`src/rtl/bre_pkg.sv`:
```
// ----------------------------------------------------------------------------
// bre_pkg
// Types and constants shared by the binary range encoder modules.
// ----------------------------------------------------------------------------
package bre_pkg;

  localparam int PROB_W  = 12;
  localparam int RANGE_W = 32;
  localparam int LOW_W   = 33;
  localparam int COUNT_W = 32;
  localparam int PROD_W  = RANGE_W + PROB_W;

  // func codes of an input transaction
  localparam logic FN_CODE  = 1'b0;
  localparam logic FN_FLUSH = 1'b1;

  // byte shifts made by a flush
  localparam logic [2:0] FLUSH_SHIFTS = 3'd5;

  localparam logic [7:0] BYTE_FF = 8'hff;

  typedef struct packed {
    logic              func;
    logic [PROB_W-1:0] prob;
    logic              bit_req;
  } in_item_t;

  typedef struct packed {
    logic [7:0]         out_byte;
    logic [COUNT_W-1:0] repeat_count;
    logic               last;
  } out_item_t;

  // controller to datapath
  typedef struct packed {
    logic accept;       // take a new item
    logic apply_bound;  // narrow the interval by the coded bit
    logic gen_cached;   // produce cached byte plus carry
    logic gen_run;      // produce the pending 0xff run
    logic clear_first;  // drop the very first cached byte
    logic shift_step;   // finish one byte shift
    logic finish;       // close the item, mark its last result
  } ctl_cmd_t;

  // datapath to controller
  typedef struct packed {
    logic more;         // another byte shift is due
    logic take;         // low settles a byte (no pending 0xff)
    logic first;        // first cached byte still to be dropped
    logic pending_nz;   // a run of 0xff bytes is pending
    logic stall;        // held result cannot move to the output yet
  } ctl_sts_t;

endpackage

```
`src/rtl/bre_ctrl.sv`:
```
// ----------------------------------------------------------------------------
// bre_ctrl
// Sequencer of the range encoder: bound, renormalizing shifts, result release.
// ----------------------------------------------------------------------------
module bre_ctrl import bre_pkg::*; (
  input  logic     clk,
  input  logic     rst,
  input  logic     cmd_valid,
  input  logic     func,
  output logic     cmd_ready,
  input  ctl_sts_t sts,
  output ctl_cmd_t ctl
);

  typedef enum logic [4:0] {
    S_IDLE   = 5'b00001,
    S_BOUND  = 5'b00010,
    S_NORM   = 5'b00100,
    S_EMIT_C = 5'b01000,
    S_EMIT_F = 5'b10000
  } state_t;

  state_t state, state_next;

  assign cmd_ready = (state == S_IDLE);

  always_comb begin
    ctl        = '0;
    state_next = state;
    unique case (state)
      S_IDLE: begin
        if (cmd_valid) begin
          ctl.accept = 1'b1;
          state_next = (func == FN_FLUSH) ? S_NORM : S_BOUND;
        end
      end
      S_BOUND: begin
        ctl.apply_bound = 1'b1;
        state_next      = S_NORM;
      end
      S_NORM: begin
        if (sts.more) begin
          if (sts.take) begin
            state_next = S_EMIT_C;
          end else begin
            ctl.shift_step = 1'b1;
          end
        end else if (!sts.stall) begin
          ctl.finish = 1'b1;
          state_next = S_IDLE;
        end
      end
      S_EMIT_C: begin
        if (sts.first) begin
          ctl.clear_first = 1'b1;
          state_next      = S_EMIT_F;
        end else if (!sts.stall) begin
          ctl.gen_cached = 1'b1;
          state_next     = S_EMIT_F;
        end
      end
      S_EMIT_F: begin
        if (!sts.pending_nz) begin
          ctl.shift_step = 1'b1;
          state_next     = S_NORM;
        end else if (!sts.stall) begin
          ctl.gen_run    = 1'b1;
          ctl.shift_step = 1'b1;
          state_next     = S_NORM;
        end
      end
      default: state_next = S_IDLE;
    endcase
  end

  always_ff @(posedge clk) begin
    if (rst) begin
      state <= S_IDLE;
    end else begin
      state <= state_next;
    end
  end

endmodule

```
`src/rtl/bre_datapath.sv`:
```
// ----------------------------------------------------------------------------
// bre_datapath
// Coder state, bound multiplier, byte shifter, hold stage and output register.
// ----------------------------------------------------------------------------
module bre_datapath import bre_pkg::*; #(
  parameter int PROB_BITS      = 12,
  parameter int RUN_COUNT_BITS = 32
) (
  input  logic      clk,
  input  logic      rst,
  input  in_item_t  cmd,
  input  ctl_cmd_t  ctl,
  output ctl_sts_t  sts,
  input  logic      rsp_ready,
  output logic      rsp_valid,
  output out_item_t rsp
);

  localparam int unsigned ProbMax = (32'd1 << PROB_BITS) - 32'd1;
  localparam logic [RUN_COUNT_BITS-1:0] PendMax = '1;

  logic [LOW_W-1:0]          low;
  logic [RANGE_W-1:0]        range_q;
  logic [7:0]                cached;
  logic [RUN_COUNT_BITS-1:0] pending;
  logic                      first;
  logic                      flush_mode;
  logic [2:0]                shifts_left;

  logic                      bit_q;
  logic [PROD_W-1:0]         prod;
  logic [PROB_W-1:0]         prob_eff;
  logic [PROD_W-1:0]         bound_wide;
  logic [RANGE_W-1:0]        bound;

  logic                      hold_valid;
  logic [7:0]                hold_byte;
  logic [COUNT_W-1:0]        hold_count;

  logic                      carry;
  logic                      take;
  logic                      out_free;
  logic                      gen;
  logic [7:0]                gen_byte;
  logic [COUNT_W-1:0]        gen_count;
  logic                      push;

  // zero probability acts as one, large ones are capped below the full scale
  always_comb begin
    prob_eff = (cmd.prob == '0) ? PROB_W'(1) : cmd.prob;
    if (32'(prob_eff) > ProbMax) begin
      prob_eff = PROB_W'(ProbMax);
    end
  end

  assign bound_wide = prod >> PROB_BITS;
  assign bound      = bound_wide[RANGE_W-1:0];

  assign carry    = low[LOW_W-1];
  assign take     = carry | (low[31:24] != BYTE_FF);
  assign out_free = !rsp_valid || rsp_ready;

  assign gen       = ctl.gen_cached | ctl.gen_run;
  assign gen_byte  = ctl.gen_cached ? (cached + {7'd0, carry})
                                    : (carry ? 8'h00 : BYTE_FF);
  assign gen_count = ctl.gen_cached ? COUNT_W'(1) : COUNT_W'(pending);

  // the held result moves out when a newer one arrives or the item closes
  assign push = hold_valid && (gen || ctl.finish);

  always_comb begin
    sts.more       = flush_mode ? (shifts_left != '0) : (range_q[31:24] == 8'h00);
    sts.take       = take;
    sts.first      = first;
    sts.pending_nz = (pending != '0);
    sts.stall      = hold_valid && !out_free;
  end

  always_ff @(posedge clk) begin
    if (rst) begin
      low         <= '0;
      range_q     <= '1;
      cached      <= '0;
      pending     <= '0;
      first       <= 1'b1;
      flush_mode  <= 1'b0;
      shifts_left <= '0;
      hold_valid  <= 1'b0;
      rsp_valid   <= 1'b0;
    end else begin
      if (ctl.accept) begin
        flush_mode  <= (cmd.func == FN_FLUSH);
        shifts_left <= FLUSH_SHIFTS;
      end
      if (ctl.apply_bound) begin
        if (bit_q) begin
          range_q <= bound;
        end else begin
          low     <= low + {1'b0, bound};
          range_q <= range_q - bound;
        end
      end
      if (ctl.clear_first) begin
        first <= 1'b0;
      end
      if (ctl.shift_step) begin
        if (take) begin
          cached  <= low[31:24];
          pending <= '0;
        end else if (pending != PendMax) begin
          pending <= pending + 1'b1;
        end
        low     <= {1'b0, low[23:0], 8'h00};
        range_q <= {range_q[23:0], 8'h00};
        if (shifts_left != '0) begin
          shifts_left <= shifts_left - 1'b1;
        end
      end
      if (gen) begin
        hold_valid <= 1'b1;
      end else if (ctl.finish) begin
        hold_valid <= 1'b0;
      end
      if (push) begin
        rsp_valid <= 1'b1;
      end else if (rsp_ready) begin
        rsp_valid <= 1'b0;
      end
      // a flush leaves the coder as after reset
      if (ctl.finish && flush_mode) begin
        low        <= '0;
        range_q    <= '1;
        cached     <= '0;
        pending    <= '0;
        first      <= 1'b1;
        flush_mode <= 1'b0;
      end
    end
  end

  always_ff @(posedge clk) begin
    if (ctl.accept) begin
      bit_q <= cmd.bit_req;
      prod  <= PROD_W'(range_q) * PROD_W'(prob_eff);
    end
    if (gen) begin
      hold_byte  <= gen_byte;
      hold_count <= gen_count;
    end
    if (push) begin
      rsp.out_byte     <= hold_byte;
      rsp.repeat_count <= hold_count;
      rsp.last         <= ctl.finish;
    end
  end

endmodule

```
`src/rtl/binary_range_encoder.sv`:
```
// ----------------------------------------------------------------------------
// binary_range_encoder
// Binary range encoder with cached-byte carry handling and 0xff run counts.
// ----------------------------------------------------------------------------
// One transaction at a time on cmd: cmd_ready is high only between items. A
// coded bit is accepted, then bounded, then renormalized; a byte shift that
// only extends the pending 0xff run is a lone shift step, while one that
// settles a byte first releases the cached byte and any pending 0xff run; a
// bit makes at most two shifts, a flush skips the bound and makes five. The bound
// multiply is registered once in the acceptance cycle; the rest is paced by
// the sequencer stepping one byte shift at a time. Each result waits in a
// hold stage until the next one or the end of its item is known, so that
// last can be set, and then passes to the output register; a slow rsp side
// only stalls the sequencer when both are full.
module binary_range_encoder import bre_pkg::*; #(
  parameter int PROB_BITS      = 12,
  parameter int RUN_COUNT_BITS = 32
) (
  input  logic      clk,
  input  logic      rst,
  input  logic      cmd_valid,
  output logic      cmd_ready,
  input  in_item_t  cmd,
  output logic      rsp_valid,
  input  logic      rsp_ready,
  output out_item_t rsp
);

  ctl_cmd_t ctl;
  ctl_sts_t sts;

  bre_ctrl u_ctrl (
    .clk       (clk),
    .rst       (rst),
    .cmd_valid (cmd_valid),
    .func      (cmd.func),
    .cmd_ready (cmd_ready),
    .sts       (sts),
    .ctl       (ctl)
  );

  bre_datapath #(
    .PROB_BITS      (PROB_BITS),
    .RUN_COUNT_BITS (RUN_COUNT_BITS)
  ) u_datapath (
    .clk       (clk),
    .rst       (rst),
    .cmd       (cmd),
    .ctl       (ctl),
    .sts       (sts),
    .rsp_ready (rsp_ready),
    .rsp_valid (rsp_valid),
    .rsp       (rsp)
  );

endmodule

```
`config.mk`:
```
export PLATFORM = sky130hd
export DESIGN_NAME = binary_range_encoder
export DESIGN_NICKNAME = d
export VERILOG_FILES = /design/src/rtl/bre_pkg.sv /design/src/rtl/bre_ctrl.sv /design/src/rtl/bre_datapath.sv /design/src/rtl/binary_range_encoder.sv
export SDC_FILE = /design/constraint.sdc
export NUM_CORES = 1
export LEC_CHECK = 0
export BUFFER_PORTS_ARGS = -buffer_cell sky130_fd_sc_hd__buf_2
export CORE_AREA = 2 2 142 283
export CTS_CLUSTER_SIZE = 16
export DETAILED_ROUTE_END_ITERATION = 10
export DIE_AREA = 0 0 144 285
export GPL_TIMING_DRIVEN = 0
export PLACE_DENSITY = 0.83
export SLEW_MARGIN = 10
export SYNTH_ARGS = -nofsm -noshare
export SYNTH_HDL_FRONTEND = slang
export SYNTH_SLANG_ARGS = --single-unit
```
`constraint.sdc`:
```
create_clock -name clk -period 14.9 [get_ports clk]
set_clock_uncertainty 0.05 [all_clocks]
set_input_delay 2.98 -clock clk [delete_from_list [all_inputs] [get_ports clk]]
set_output_delay 2.98 -clock clk [all_outputs]
set_load 0.03 [all_outputs]
```
=== Word-level counts from Yosys, hierarchy flattened ===
Cells that the tools add are included.

* Register bits after elaboration: 243
* Output and inout bits: 43
* Logic and storage cells: 107

* Add/sub/neg operators: 5
* Multiply operators: 1
* Equality and inequality tests: 13
* Multiplexer cells: 45
* Bitwise logic cells: 3
* Reductions and logical operators: 22

{| class="wikitable"
|+ Operators with widths
! cell !! count
|-
| $mux W32 || 8
|-
| $mul A32 B12 Y44 || 1
|-
| $mux W5 || 8
|-
| $add A33 B32 Y33 || 1
|-
| $add A32 B1 Y32 const B || 1
|-
| $ne A32 B32 Y1 const B || 1
|-
| $reduce_bool A32 Y1 || 1
|-
| $sub A32 B32 Y32 || 1
|-
| $pmux W5 S5 || 1
|-
| $mux W1 || 20
|-
| $mux W8 || 2
|-
| $logic_not A12 Y1 || 1
|-
| $mux W12 || 1
|-
| $mux W3 || 4
|-
| $add A8 B1 Y8 || 1
|-
| $logic_not A8 Y1 || 1
|-
| $ne A8 B8 Y1 const B || 1
|-
| $reduce_and A2 Y1 || 4
|-
| $reduce_bool A2 Y1 || 4
|-
| $ne A3 B2 Y1 const B || 2
|-
| $ne A3 B3 Y1 const B || 2
|-
| $eq A5 B1 Y1 const B || 1
|-
| $eq A5 B2 Y1 const B || 1
|-
| $eq A5 B3 Y1 const B || 1
|-
| other kinds (14) || 20
|}

=== Longest topological paths before layout ===
* Word-level depth: 11
* Mapped depth: 24
* Gate-level depth less buffers: 23

=== Modules after synthesis ===
From an unflattened synthesis, not the netlist that was laid out.

* Cells, all modules: 2629
* Area total of the unflattened synthesis: 23922.9 um2

{| class="wikitable"
|+ By module, submodules not included
! module !! instances !! cells an instance !! area an instance (um2)
|-
| bre_datapath || 1 || 2580 || 23485.0
|-
| bre_ctrl || 1 || 49 || 437.9
|}

=== Worst setup path after synthesis ===
OpenSTA, ideal clock, no wires.

* Path type: input to register
* From: input cmd[4] (netlist bit)
* To: register u_datapath.prod[43] (data pin)
* Arrival: 8.123 ns
* Setup slack: 6.467 ns
* Stages on the path: 24
* Buffers on the path: 1
* Cell sequence: clkbuf_1 > nand2_1 > fa_1 > inv_1 > fa_1 > inv_1 > fa_1 > inv_1 > fa_1 > inv_1 > fa_1 > inv_1 > ha_1 > o21ai_0 > a211oi_1 > o21ai_0 > nand3b_1 > a21oi_1 > o21a_1 > o31ai_1 > a21oi_1 > o21ai_2 > a21oi_1 > xnor2_1

* Word-level cells in the longest chain between the ends: 3

{| class="wikitable"
|+ Ends and longest elaborated chain
! item !! RTL line !! source
|-
| from (decl) || binary_range_encoder.sv:23 || <nowiki>input in_item_t cmd,</nowiki>
|-
| $logic_not A12 Y1 || bre_datapath.sv:50 || <nowiki>prob_eff = (cmd.prob == '0) ? PROB_W'(1) : cmd.prob;</nowiki>
|-
| $mux W12 * || bre_datapath.sv:50 ||
|-
| $mul A32 B12 Y44 * || bre_datapath.sv:144 || <nowiki>prod <= PROD_W'(range_q) * PROD_W'(prob_eff);</nowiki>
|-
| to (signal assigned) || bre_datapath.sv:144 ||
|-
| to (decl) || bre_datapath.sv:31 || <nowiki>logic [PROD_W-1:0] prod;</nowiki>
|}

Mark *: on every way between the ends. The rest lies on a longest branch, timed or not.
A chain may end at the register's enable or synchronous reset.

=== Worst setup path in the final report ===
* From: input cmd[2] (netlist bit)
* To: register u_datapath.prod[38] (data pin)

Same word-level chain as after synthesis.

==> flow_metrics.py <==
metrics = {
    "critical_path": {
        "crit_path_start_kind": "input pin",
        "cp_slowest_stage_delay_ps": 580,
        "cp.arrival_ps": 9850,
        "worst-path-buf-inv": 5,
        "cp_data_required_time_ps": 15120,
        "crit_top_cell": "fa_1",
        "critical_path.max_fanout": 10,
        "criticalPathCategory": "input pin to register",
        "crit_chain": "clkbuf_1 > nor3_1 > a31o_2 > clkbuf_1 > nand2_1 > fa_1 > fa_1 > inv_1 > fa_1 > inv_1 > fa_1 > inv_1 > ha_1 > a21o_1 > a21o_1 > a22oi_1 > nand3_1 > a21oi_1 > o31ai_1 > a21o_1 > a21oi_1 > o21bai_1 > a21oi_1 > xnor2_1",
        "end_kind": "register",
        "cpLargestDelayFamily": "compound AO/OA/AOI/OAI gates",
        "slowest_stage": "a22oi_1",
    },
    "global_routing": {
        "grt-ovfl-total": 0,
        "grt_usage_pct": 31.2,
        "grt_pass1_vias": 19300,
        "grt_start_max_net_pins": 40,
        "antenna_found_initial": 0,
        "grt_pass1_wl_microns": 99900,
    },
    "job": {
        "maxCapViolCount": 0,
    },
    "sta": {
        "period_needed_ps": 9630,
        "final_hold_viol_count": 0,
        "slew_headroom_pct": 22.8,
        "period_share_pct": 64.6,
        "drv_slew": 0,
        "fmax_mhz": 104,
        "rsz0062_at_grt": "no",
        "setup_tns_ps": 0,
        "tightest_slew_ps": 1150,
        "setup-violations-final": 0,
    },
    "detailed_routing": {
        "avgViaCountPerCell": 5.98,
        "postRouteAntennaNets": 0,
        "num_vias": 19100,
        "drtIter0Drc": 1670,
        "drc": 0,
        "wl_per_cell_microns": 19.4,
        "drtPass1Iterations": 6,
        "wirelength_microns": 62000,
    },
    "yosys": {
        "ys_ff_latch": 231,
        "synthFlopType": "dfxtp_1",
        "synth_area_sq_um": 23500,
        "synth_edf_count": 114,
        "avgSynthCellArea_sq_um": 9.17,
        "syn_nets": 3028,
        "seq_area_frac_synth_pct": 24.5,
        "async_flop_share_pct": 0,
        "synthCells": 2562,
        "yosysWarningCount": 0,
        "synth_cell_type_count": 76,
    },
    "clock_tree": {
        "clk_pin_slew_worst_paths_ps": 60,
        "cts-resized-gates": 0,
        "clockBufferDepth": 3,
        "cts_tree": "done",
        "cts-buffers-inserted": 24,
        "post_cts_buffers": 0,
        "h-tree-depth": 1,
        "root_buffer": "clkbuf_16",
        "clkLatencyLatePin_ps": 530,
        "cts_sinks": 231,
        "cts_hold_buf": 0,
    },
    "floorplanning": {
        "initial_utilization_pct": 60.1,
        "die-area_sq_um": 41000,
        "core_area_sq_um": 39000,
        "num_io_pins": 61,
        "die_y_microns": 285,
        "die_w_microns": 144,
        "rows": 103,
    },
    "finish": {
        "area_delta_synth_final_pct": 7.84,
        "nets": 3115,
        "fillers": 3122,
        "stdcell_area_sq_um": 25300,
        "drive_above_1_share_pct": 4.99,
    },
    "run_status": {
        "status": "finished clean",
    },
    "placed_design": {
        "io_buffers": 59,
        "placedInstanceArea_sq_um": 24500,
        "gp_congestion": 0.966,
        "dpl.hpwl_microns": 48900,
    },
    "worst_hold_path": {
        "hold_path.class": "register to register",
    },
}
==> kinds of logic after synthesis <==
kind of cell	share of synthesized area [%]
AO/OA/AOI/OAI	12.2
multiplexers	0.485
flip-flops	24.5
AND/OR/NAND/NOR	18.0
XOR/XNOR	3.88
adder cells (fa/ha/maj)	33.5
buffers and inverters	7.39
==> path summary, 6_finish.rpt <==
check                                          start  slack [ps]                       endpoint  cells after the start
setup / recovery                              cmd[2]        5270  u_datapath.prod[38]$_DFFE_PP_                     24
hold / removal     u_datapath.hold_byte[6]$_DFFE_PP_         370   u_datapath.rsp[39]$_DFFE_PP_                      0
setup reg to reg  u_datapath.range_q[7]$_SDFFE_PP1P_        7560  u_datapath.prod[38]$_DFFE_PP_                     24
hold reg to reg    u_datapath.hold_byte[6]$_DFFE_PP_         370   u_datapath.rsp[39]$_DFFE_PP_                      0
==> synthesized netlist by cell type (4+ instances only) <==
library cell | count | area share [%]
a21oi_1 | 155 | 3.3
or2_2 | 7 | 0.19
inv_1 | 349 | 5.6
mux2i_1 | 8 | 0.34
o31ai_1 | 10 | 0.32
nand2b_1 | 17 | 0.45
or4_1 | 4 | 0.13
a221oi_1 | 12 | 0.45
nor3b_1 | 4 | 0.13
fa_1 | 301 | 26
or3_1 | 4 | 0.11
nand3_1 | 51 | 1.1
o21ai_0 | 83 | 1.8
and3_1 | 21 | 0.56
o22ai_1 | 15 | 0.40
o21bai_1 | 9 | 0.29
xnor2_1 | 48 | 1.8
dfxtp_1 | 117 | 10
a221o_1 | 13 | 0.55
nor3_1 | 31 | 0.66
nor2_1 | 122 | 1.9
a21boi_0 | 6 | 0.19
a31oi_1 | 11 | 0.29
nor2b_1 | 45 | 1.2
edfxtp_1 | 114 | 15
xor2_1 | 56 | 2.1
o31a_1 | 5 | 0.19
a22oi_1 | 23 | 0.74
and2_1 | 170 | 4.5
a21o_1 | 47 | 1.5
clkbuf_1 | 107 | 1.7
o21a_1 | 14 | 0.45
buf_1 | 4 | 0.064
nor4_1 | 13 | 0.35
nand4_1 | 21 | 0.56
nand3b_1 | 5 | 0.16
ha_1 | 147 | 7.8
nand2_1 | 327 | 5.2
a211oi_1 | 8 | 0.26
==> per-layer routing <==
layer  track usage [%]  part of all wire [%]  up-vias
met5                 0                     0        -
met4              17.5                   6.8        0
met1              40.1                    38     9328
met2              49.9                    47      941
li1                  -                     -     8608
met3              5.00                   7.7      238
==> sequential cells by signal, indices dropped and copies added, names as in the netlist <==
name / cells
u_datapath.prod: 32
u_datapath.range_q: 32
u_datapath.flush_mode: 1
u_datapath.shifts_left: 3
u_datapath.pending: 32
u_datapath.low: 33
u_datapath.rsp: 41
u_datapath.rsp_valid: 1
u_ctrl.state: 5
u_datapath.hold_count: 32
u_datapath.bit_q: 1
u_datapath.cached: 8
u_datapath.first: 1
u_datapath.hold_byte: 8
u_datapath.hold_valid: 1
==> metrics by stage <==
step / setup WS [ps] / utilization (%) / hold WS, ps / cells
global placement: 5110 / 62.6 / 353 / 3146
global route: 4990 / 64.9 / 373 / 3192
floorplan: 6470 / - / 350 / 2562
finish: 5270 / 64.9 / 367 / 3194
CTS: 5560 / 64.9 / 369 / 3192
detailed placement: 5050 / 62.7 / 355 / 3148
==> cells in the final DEF (no fill, tap or decap), drive strengths merged, types with 8 or more instances in the layout <==
| master | instances |
|---|---|
| a31oi | 11 |
| nand3 | 51 |
| nor2 | 122 |
| o22ai | 15 |
| o31ai | 10 |
| a21o | 47 |
| nand4 | 21 |
| o21bai | 9 |
| clkbuf | 140 |
| a211oi | 8 |
| xor2 | 56 |
| nand2b | 17 |
| nor2b | 45 |
| a22oi | 23 |
| a21oi | 157 |
| a221o | 13 |
| clkinv | 8 |
| xnor2 | 48 |
| dfxtp | 117 |
| mux2i | 8 |
| o21a | 14 |
| edfxtp | 114 |
| nand2 | 329 |
| fa | 301 |
| buf | 67 |
| ha | 147 |
| nor4 | 14 |
| a221oi | 12 |
| and2 | 171 |
| o21ai | 87 |
| nor3 | 33 |
| inv | 349 |
| and3 | 21 |
==> final cells by class <==
| class | instances | area [sq um] | share of cell area (%) |
|---|---|---|---|
| Clock inverter | 11 | 115 | 0.454 |
| Antenna cell | 2 | 5.00 | 0.0198 |
| Sequential cell | 231 | 5770 | 22.8 |
| Buffer | 113 | 427 | 1.68 |
| Multi-Input combinational cell | 1869 | 16000 | 63.2 |
| Timing Repair Buffer | 61 | 335 | 1.32 |
| Tap cell | 525 | 657 | 2.59 |
| Inverter | 349 | 1310 | 5.17 |
| Clock buffer | 33 | 717 | 2.83 |
Power is not shown: default switching activity piles up to over one toggle a cycle in this logic, so the estimate is an artifact.
